**src/rtl/wshp_pkg.sv**
```systemverilog
// Shared types and constants of the wheel speed unit.
`timescale 1ns / 1ps

package wshp_pkg;

    localparam int SAMPLE_BITS       = 10;
    localparam int COUNTER_BITS_DEF  = 16;
    localparam int NUMER_BITS        = 24;
    localparam int CODE_BITS         = 8;
    localparam int CFG_DATA_BITS     = 24;
    localparam int CFG_INDEX_BITS    = 2;

    localparam int RISE_RST          = 800;
    localparam int FALL_RST          = 700;
    localparam int PRELOAD_RST       = 55671;
    localparam int NUMER_RST         = 197063;

    localparam logic OP_SAMPLE = 1'b0;
    localparam logic OP_TICK   = 1'b1;

    localparam logic [CODE_BITS-1:0] CODE_MAX = '1;

    typedef enum logic [CFG_INDEX_BITS-1:0] {
        CFG_RISE    = 2'd0,
        CFG_FALL    = 2'd1,
        CFG_PRELOAD = 2'd2,
        CFG_NUMER   = 2'd3
    } cfg_reg_t;

    typedef struct packed {
        logic                   operation;
        logic [SAMPLE_BITS-1:0] sample;
    } wshp_in_t;

    typedef struct packed {
        logic [CODE_BITS-1:0] speed_code;
        logic                 timed_out;
    } wshp_out_t;

endpackage

```
**src/rtl/wheel_speed_from_hall_pulses_unit.sv**
```systemverilog
// Top level of the wheel speed unit: pass detector, tick counter, serial divider.
`timescale 1ns / 1ps

// Wheel speed from Hall pulses. Each input word is either an ADC sample of the
// Hall sensor (operation 0) or one timer tick (operation 1). A hysteresis
// detector turns samples into magnet passes: a pass fires when the detector is
// armed and the sample is at or above rise_threshold, and the detector re-arms
// at or below fall_threshold. Passes pair up: the first loads timer_preload
// into the up-counter, the second takes the elapsed ticks (counter minus
// preload, modulo the counter width) and returns speed_numerator / ticks as a
// UQ6.2 mph code, saturated at 255; zero elapsed ticks gives 255. A tick at the
// counter's maximum wraps it to zero, restarts the pairing and returns a
// timeout word (code 0, timed_out 1). A tick, a sample and a second pass with
// zero elapsed ticks are handled as they are accepted. A second pass with a
// non-zero count runs the restoring divider, which retires one quotient bit
// per cycle across all NUMER_BITS (24) dividend bits; no new word is taken
// while it runs. One output register plus one holding register absorb a
// stalled result side: input is taken while a result waits, and stops only
// when both are full. Configuration writes land at once and are meant for
// when the unit is idle.
module wheel_speed_from_hall_pulses_unit
    import wshp_pkg::*;
#(
    parameter int COUNTER_BITS = COUNTER_BITS_DEF
) (
    input  logic                      aclk,
    input  logic                      aresetn,
    // sample / tick words
    input  logic                      s_valid,
    output logic                      s_ready,
    input  wshp_in_t                  s_data,
    // speed results
    output logic                      m_valid,
    input  logic                      m_ready,
    output wshp_out_t                 m_data,
    // register writes
    input  logic                      cfg_wr_en,
    input  logic [CFG_INDEX_BITS-1:0] cfg_index,
    input  logic [CFG_DATA_BITS-1:0]  cfg_wr_data
);

    localparam int STEP_BITS = $clog2(NUMER_BITS);

    typedef enum logic [1:0] {
        ST_IDLE = 2'b01,
        ST_DIV  = 2'b10
    } state_t;

    // configuration
    logic [SAMPLE_BITS-1:0]  rise_reg;
    logic [SAMPLE_BITS-1:0]  fall_reg;
    logic [COUNTER_BITS-1:0] preload_reg;
    logic [NUMER_BITS-1:0]   numer_reg;

    // detector and pairing state
    state_t                  state_reg, state_next;
    logic                    above_reg, above_next;
    logic                    awaiting_reg, awaiting_next;
    logic [COUNTER_BITS-1:0] count_reg, count_next;

    // serial divider: dividend shifts out MSB first, quotient shifts in
    logic [COUNTER_BITS-1:0] dvsr_reg, dvsr_next;
    logic [NUMER_BITS-1:0]   dvnd_reg, dvnd_next;
    logic [COUNTER_BITS-1:0] rem_reg, rem_next;
    logic [CODE_BITS-1:0]    quo_reg, quo_next;
    logic                    sat_reg, sat_next;
    logic [STEP_BITS-1:0]    step_reg, step_next;

    // result registers
    wshp_out_t               out_reg, out_next;
    logic                    out_valid_reg, out_valid_next;
    wshp_out_t               hold_reg, hold_next;
    logic                    hold_valid_reg, hold_valid_next;

    logic                    in_fire;
    logic                    out_free;
    logic                    emit_valid;
    wshp_out_t               emit_data;
    logic [COUNTER_BITS:0]   trial;
    logic [COUNTER_BITS:0]   diff;
    logic                    fits;
    logic [COUNTER_BITS-1:0] rem_step;
    logic [CODE_BITS-1:0]    quo_step;
    logic                    sat_step;
    logic [COUNTER_BITS-1:0] elapsed;

    assign s_ready  = (state_reg == ST_IDLE) && !hold_valid_reg;
    assign in_fire  = s_valid && s_ready;
    assign m_valid  = out_valid_reg;
    assign m_data   = out_reg;
    assign out_free = !out_valid_reg || m_ready;

    // Elapsed ticks wrap modulo the counter width.
    assign elapsed = count_reg - preload_reg;

    // One restoring step: bring down the next dividend bit, subtract if it fits.
    assign trial    = {rem_reg, dvnd_reg[NUMER_BITS-1]};
    assign fits     = trial >= {1'b0, dvsr_reg};
    assign diff     = trial - {1'b0, dvsr_reg};
    assign rem_step = fits ? diff[COUNTER_BITS-1:0] : trial[COUNTER_BITS-1:0];
    assign quo_step = {quo_reg[CODE_BITS-2:0], fits};
    // Any quotient bit pushed past the code width means saturation.
    assign sat_step = sat_reg | quo_reg[CODE_BITS-1];

    always_comb begin
        state_next    = state_reg;
        above_next    = above_reg;
        awaiting_next = awaiting_reg;
        count_next    = count_reg;
        dvsr_next     = dvsr_reg;
        dvnd_next     = dvnd_reg;
        rem_next      = rem_reg;
        quo_next      = quo_reg;
        sat_next      = sat_reg;
        step_next     = step_reg;
        emit_valid    = 1'b0;
        emit_data     = '0;

        unique case (state_reg)
            ST_IDLE: begin
                if (in_fire) begin
                    if (s_data.operation == OP_TICK) begin
                        if (&count_reg) begin
                            // wrap: timeout word, drop any pairing
                            count_next           = '0;
                            awaiting_next        = 1'b0;
                            emit_valid           = 1'b1;
                            emit_data.speed_code = '0;
                            emit_data.timed_out  = 1'b1;
                        end else begin
                            count_next = count_reg + COUNTER_BITS'(1);
                        end
                    end else if (!above_reg) begin
                        if (s_data.sample >= rise_reg) begin
                            above_next = 1'b1;
                            count_next = preload_reg;
                            if (!awaiting_reg) begin
                                awaiting_next = 1'b1;
                            end else begin
                                awaiting_next = 1'b0;
                                if (elapsed == '0) begin
                                    emit_valid           = 1'b1;
                                    emit_data.speed_code = CODE_MAX;
                                    emit_data.timed_out  = 1'b0;
                                end else begin
                                    // start the divide
                                    state_next = ST_DIV;
                                    dvsr_next  = elapsed;
                                    dvnd_next  = numer_reg;
                                    rem_next   = '0;
                                    quo_next   = '0;
                                    sat_next   = 1'b0;
                                    step_next  = STEP_BITS'(NUMER_BITS - 1);
                                end
                            end
                        end
                    end else if (s_data.sample <= fall_reg) begin
                        // re-arm; reload the counter when no pair is open
                        above_next = 1'b0;
                        if (!awaiting_reg) begin
                            count_next = preload_reg;
                        end
                    end
                end
            end
            ST_DIV: begin
                rem_next  = rem_step;
                quo_next  = quo_step;
                sat_next  = sat_step;
                dvnd_next = {dvnd_reg[NUMER_BITS-2:0], 1'b0};
                step_next = step_reg - STEP_BITS'(1);
                if (step_reg == '0) begin
                    state_next           = ST_IDLE;
                    emit_valid           = 1'b1;
                    emit_data.speed_code = sat_step ? CODE_MAX : quo_step;
                    emit_data.timed_out  = 1'b0;
                end
            end
            default: begin
                state_next = ST_IDLE;
            end
        endcase
    end

    // Output register first, holding register behind it when the sink stalls.
    always_comb begin
        out_next        = out_reg;
        out_valid_next  = out_valid_reg;
        hold_next       = hold_reg;
        hold_valid_next = hold_valid_reg;
        if (out_free) begin
            if (hold_valid_reg) begin
                out_next        = hold_reg;
                out_valid_next  = 1'b1;
                hold_valid_next = 1'b0;
            end else if (emit_valid) begin
                out_next       = emit_data;
                out_valid_next = 1'b1;
            end else begin
                out_valid_next = 1'b0;
            end
        end else if (emit_valid) begin
            hold_next       = emit_data;
            hold_valid_next = 1'b1;
        end
    end

    always_ff @(posedge aclk) begin
        if (!aresetn) begin
            rise_reg    <= SAMPLE_BITS'(RISE_RST);
            fall_reg    <= SAMPLE_BITS'(FALL_RST);
            preload_reg <= COUNTER_BITS'(PRELOAD_RST);
            numer_reg   <= NUMER_BITS'(NUMER_RST);
        end else if (cfg_wr_en) begin
            unique case (cfg_reg_t'(cfg_index))
                CFG_RISE:    rise_reg    <= cfg_wr_data[SAMPLE_BITS-1:0];
                CFG_FALL:    fall_reg    <= cfg_wr_data[SAMPLE_BITS-1:0];
                CFG_PRELOAD: preload_reg <= cfg_wr_data[COUNTER_BITS-1:0];
                CFG_NUMER:   numer_reg   <= cfg_wr_data[NUMER_BITS-1:0];
                default: begin
                end
            endcase
        end
    end

    always_ff @(posedge aclk) begin
        if (!aresetn) begin
            state_reg      <= ST_IDLE;
            above_reg      <= 1'b0;
            awaiting_reg   <= 1'b0;
            count_reg      <= '0;
            out_valid_reg  <= 1'b0;
            hold_valid_reg <= 1'b0;
        end else begin
            state_reg      <= state_next;
            above_reg      <= above_next;
            awaiting_reg   <= awaiting_next;
            count_reg      <= count_next;
            out_valid_reg  <= out_valid_next;
            hold_valid_reg <= hold_valid_next;
        end
    end

    always_ff @(posedge aclk) begin
        dvsr_reg <= dvsr_next;
        dvnd_reg <= dvnd_next;
        rem_reg  <= rem_next;
        quo_reg  <= quo_next;
        sat_reg  <= sat_next;
        step_reg <= step_next;
        out_reg  <= out_next;
        hold_reg <= hold_next;
    end

endmodule

```
**config.mk**
```make
export PLATFORM = sky130hd
export DESIGN_NAME = wheel_speed_from_hall_pulses_unit
export DESIGN_NICKNAME = d
export VERILOG_FILES = /design/src/rtl/wshp_pkg.sv /design/src/rtl/wheel_speed_from_hall_pulses_unit.sv
export SDC_FILE = /design/constraint.sdc
export NUM_CORES = 1
export LEC_CHECK = 0
export BUFFER_PORTS_ARGS = -buffer_cell sky130_fd_sc_hd__buf_2
export CAP_MARGIN = 20
export CORE_MARGIN = 2
export CORE_UTILIZATION = 35
export CTS_CLUSTER_SIZE = 20
export DETAILED_ROUTE_END_ITERATION = 6
export PLACE_DENSITY = 0.49
export REMOVE_ABC_BUFFERS = 1
export SLEW_MARGIN = 20
export SYNTH_ARGS = -nofsm -noshare
export SYNTH_HDL_FRONTEND = slang
export SYNTH_SLANG_ARGS = --single-unit
```
**constraint.sdc**
```tcl
create_clock -name aclk -period 5 [get_ports aclk]
set_input_delay 0.25 -clock aclk [delete_from_list [all_inputs] [get_ports aclk]]
set_output_delay 0.25 -clock aclk [all_outputs]
set_load 0.02 [all_outputs]
```
==> summary.md <==
| Metric | Value |
|---|---|
| Syn avg cell area | `9.58 um2` |
| Core ar. | `26200 um2` |
| First-pass GRT wire length | `approximately 37 mm` |
| Comb pwr share | `8.8%` |
| TritonCTS clock tree | `done` |
| Mapped cell area | `approximately 9400 um2` |
| Minimum clock period after layout | `4030 ps` |
| Nets@finish | `~1100` |
| RSZ-0062 raised after global routing | `no` |
| Arr. time, crit path | `4090 ps` |
| Status | `finished, final reports clean` |
| Final Hold Vio Count | `0` |
| Vias in the first global route | `6888` |
| Cts hold-fix bufs | `0` |
| Top FF cell, synth | `edfxtp_1` |
| Setup TNS | `0 ps` |
| Die span in y | `168 um` |
| Post-DP HPWL | `15.9 mm` |
| P&R area growth vs syn | `12.3%` |
| H-Tree Level Count | `4` |
| Skew-Pair Late Insertion Delay | `430 ps` |
| Vias | `7026` |
| Slew Viols, Final | `0` |
| Cell Pwr Density | `293 nW/um2` |
| Crit start category | `flop` |
| Io pins | `53` |
| Top delay family on crit path | `compound AO/OA/AOI/OAI gates` |
| CTS Buffer Depth | `2` |
| Tightest Hold Check Type | `in -> reg` |
| Initial core utilization | `35.8%` |
| Setup Buffers After CTS | `0` |
| I/O Buffers | `52` |
| Cells after Synth | `979` |
| Synth warnings | `0` |
| Netlist cell types | `80` |
| Leak Pwr | `4.17 nW` |
| Asr flop ratio synth | `0%` |
| Crit path kind | `reg -> reg` |
| Cts repair resizes | `0` |
| Clk network pwr share | `42.2%` |
| Largest net degree at the start of global routing | `55` |
| Gpl congestion | `between 0.8 and 0.9` |
| Max VDD drop | `0.000194 V` |
| Worst-path fanout max | `20` |
| DR WL/cell | `16.1 um` |
| DR vias/cell | `5.16` |
| Sw frac | `26.7%` |
| # setup viols final | `0` |
| Commonest non-fill, non-tap cell in the layout | `nand2_1` |
| Clk sinks | `170` |
| Skew final | `~18 ps` |
| # DRC | `0` |
| Wirelength, routed | `approximately 22 mm` |
| WP buf/inv | `1` |
| Die Span X | `between 150 and 200 um` |
| Final antenna-violating net count | `0` |
| Finished Layout Cells | `1362` |
| Fmax | `248 MHz` |
| 1st-iter DRT viols | `409` |
| Global Route Usage Sum | `about 16%` |
| Crit path max-delay cell type | `a211oi_2` |
| Switching Power | `823 uW` |
| Tcrit/Tclk final | `80.6%` |
| Worst Setup End Kind | `flop` |
| Worst path required time | `5060 ps` |
| Delay of the slowest critical-path stage | `around 720 ps` |
| Pwr Total | `around 3.1 mW` |
| Row count | `a little under 60` |
| Slew margin rel. | `33.6%` |
| ANT cells | `0` |
| Crit path top cell by count | `o2111ai_1` |
| Max-cap violations | `0` |
| Post-route core utilization | `between 40% and 50%` |
| Area of the die | `28100 um2` |
| Number of synthesized register bits | `170` |
| Inst Count DP | `roughly 1300` |
| CP cell instances | `inv_1 -> ha_1 -> fa_1 -> nand2b_1 -> a21oi_2 -> o2111ai_1 -> a21oi_1 -> o2111ai_1 -> nor4_4 -> nand3_2 -> a211oi_2` |
| Layout cells sized above 1 | `14.2%` |
| Total CTS buffers | `17` |
| Flop pwr share | `49.0%` |
| Most frequent cells in the layout | `nand2_1 (141), edfxtp_1 (88), dfxtp_1 (82)` |
| Worst-Margin Slew | `994 ps` |
| CTS clk-pin slew, worst paths | `70 ps` |
| Post-synth EDFFs | `88` |
| GRT overflow | `0` |
| Internal Power | `around 2.3 mW` |
| Initial antenna violation count | `0` |
| Seq/Total Area, Yosys | `between 40 and 50%` |
| 1st-pass router iterations | `5` |
| CTS root buffer | `clkbuf_16` |
## metal layers
layer / routed length, um / vias up / GRT usage, %
met5: 0 / - / 0
met4: 295 / 0 / 4.76
met3: 524 / 16 / 2.39
met2: 10500 / 104 / 27.1
met1: 10700 / 3303 / 21.9
li1: - / 3603 / -
## through the flow
stage	setup WS [ps]	cell area [um2]	hold WS [ps]
floorplan	17.9	9180	322
global placement	947	9940	450
detailed placement	913	9940	454
CTS	900	10500	12.8
global route	628	10500	21.6
finish	969	10500	31.3
## cell type report
class | count | area, um2
well taps | 335 | 419
clock buffers | 17 | 425
flip-flops and latches | 170 | 4280
inverters | 76 | 285
clock inverters | 15 | 149
multi-input cells | 688 | 4630
fillers | 2588 | 15700
repair buffers | 61 | 335
## power groups by stage
stage	clock (mW)	sequential, mW	combinational, mW
after detailed placement	0	1.54	0.273
final	1.30	1.51	0.272
after floorplan	0	1.54	0.177
after CTS	1.34	1.51	0.275
after global routing	1.39	1.52	0.310
after global placement	0	1.54	0.274
## final timing paths
| check | start | to | slack (ps) | cells past startpoint |
|---|---|---|---|---|
| max | count_reg[0] | m_data[0] | 970 | 11 |
| min | cfg_wr_data[16] | numer_reg[16] | 30 | 3 |
| max reg2reg | count_reg[0] | m_data[0] | 970 | 11 |
| min reg2reg | numer_reg[15] | numer_reg[15] | 460 | 2 |
## worst min-delay path, cell delays in order
cell and delay (ps):
buf_2 70, nand2_1 40, nand3_1 70
## Yosys cell counts (all sizes together) (4+ instances only)
master / n / area [um2]
a31o: 5 / 43.8
a21o: 15 / 113
ha: 55 / 688
nand2: 141 / 529
o22ai: 5 / 37.5
nor2b: 14 / 87.6
a211oi: 6 / 55.1
buf: 9 / 68.8
xor2: 15 / 131
a31oi: 16 / 106
nor2: 55 / 206
dfxtp: 82 / 1640
nor4: 6 / 52.6
nand2b: 11 / 68.8
mux2: 23 / 259
mux2i: 5 / 50.1
and3: 8 / 50.1
clkbuf: 36 / 135
inv: 76 / 285
o32ai: 4 / 35.0
nor3: 15 / 75.1
o21bai: 7 / 63.8
o21ai: 33 / 165
o2111ai: 5 / 43.8
a21oi: 50 / 262
edfxtp: 88 / 2640
nand3: 28 / 145
or2: 6 / 37.5
o211ai: 30 / 225
a32o: 5 / 50.1
and2: 17 / 106
o21a: 10 / 75.1
a21boi: 34 / 255
nand4: 10 / 62.6
xnor2: 6 / 52.6
nor3b: 4 / 30.0
## kinds of logic after synthesis
kind of cell             count (synthesis)  synth area share (%)
adder cells (fa/ha/maj)                 57                  7.76
flip-flops                             170                  45.7
AND/OR/NAND/NOR                        327                  16.5
XOR/XNOR                                21                  1.96
buffers and inverters                  121                  5.22
multiplexers                            28                  3.30
AO/OA/AOI/OAI                          255                  19.6
(Power assumes the default switching activity.)
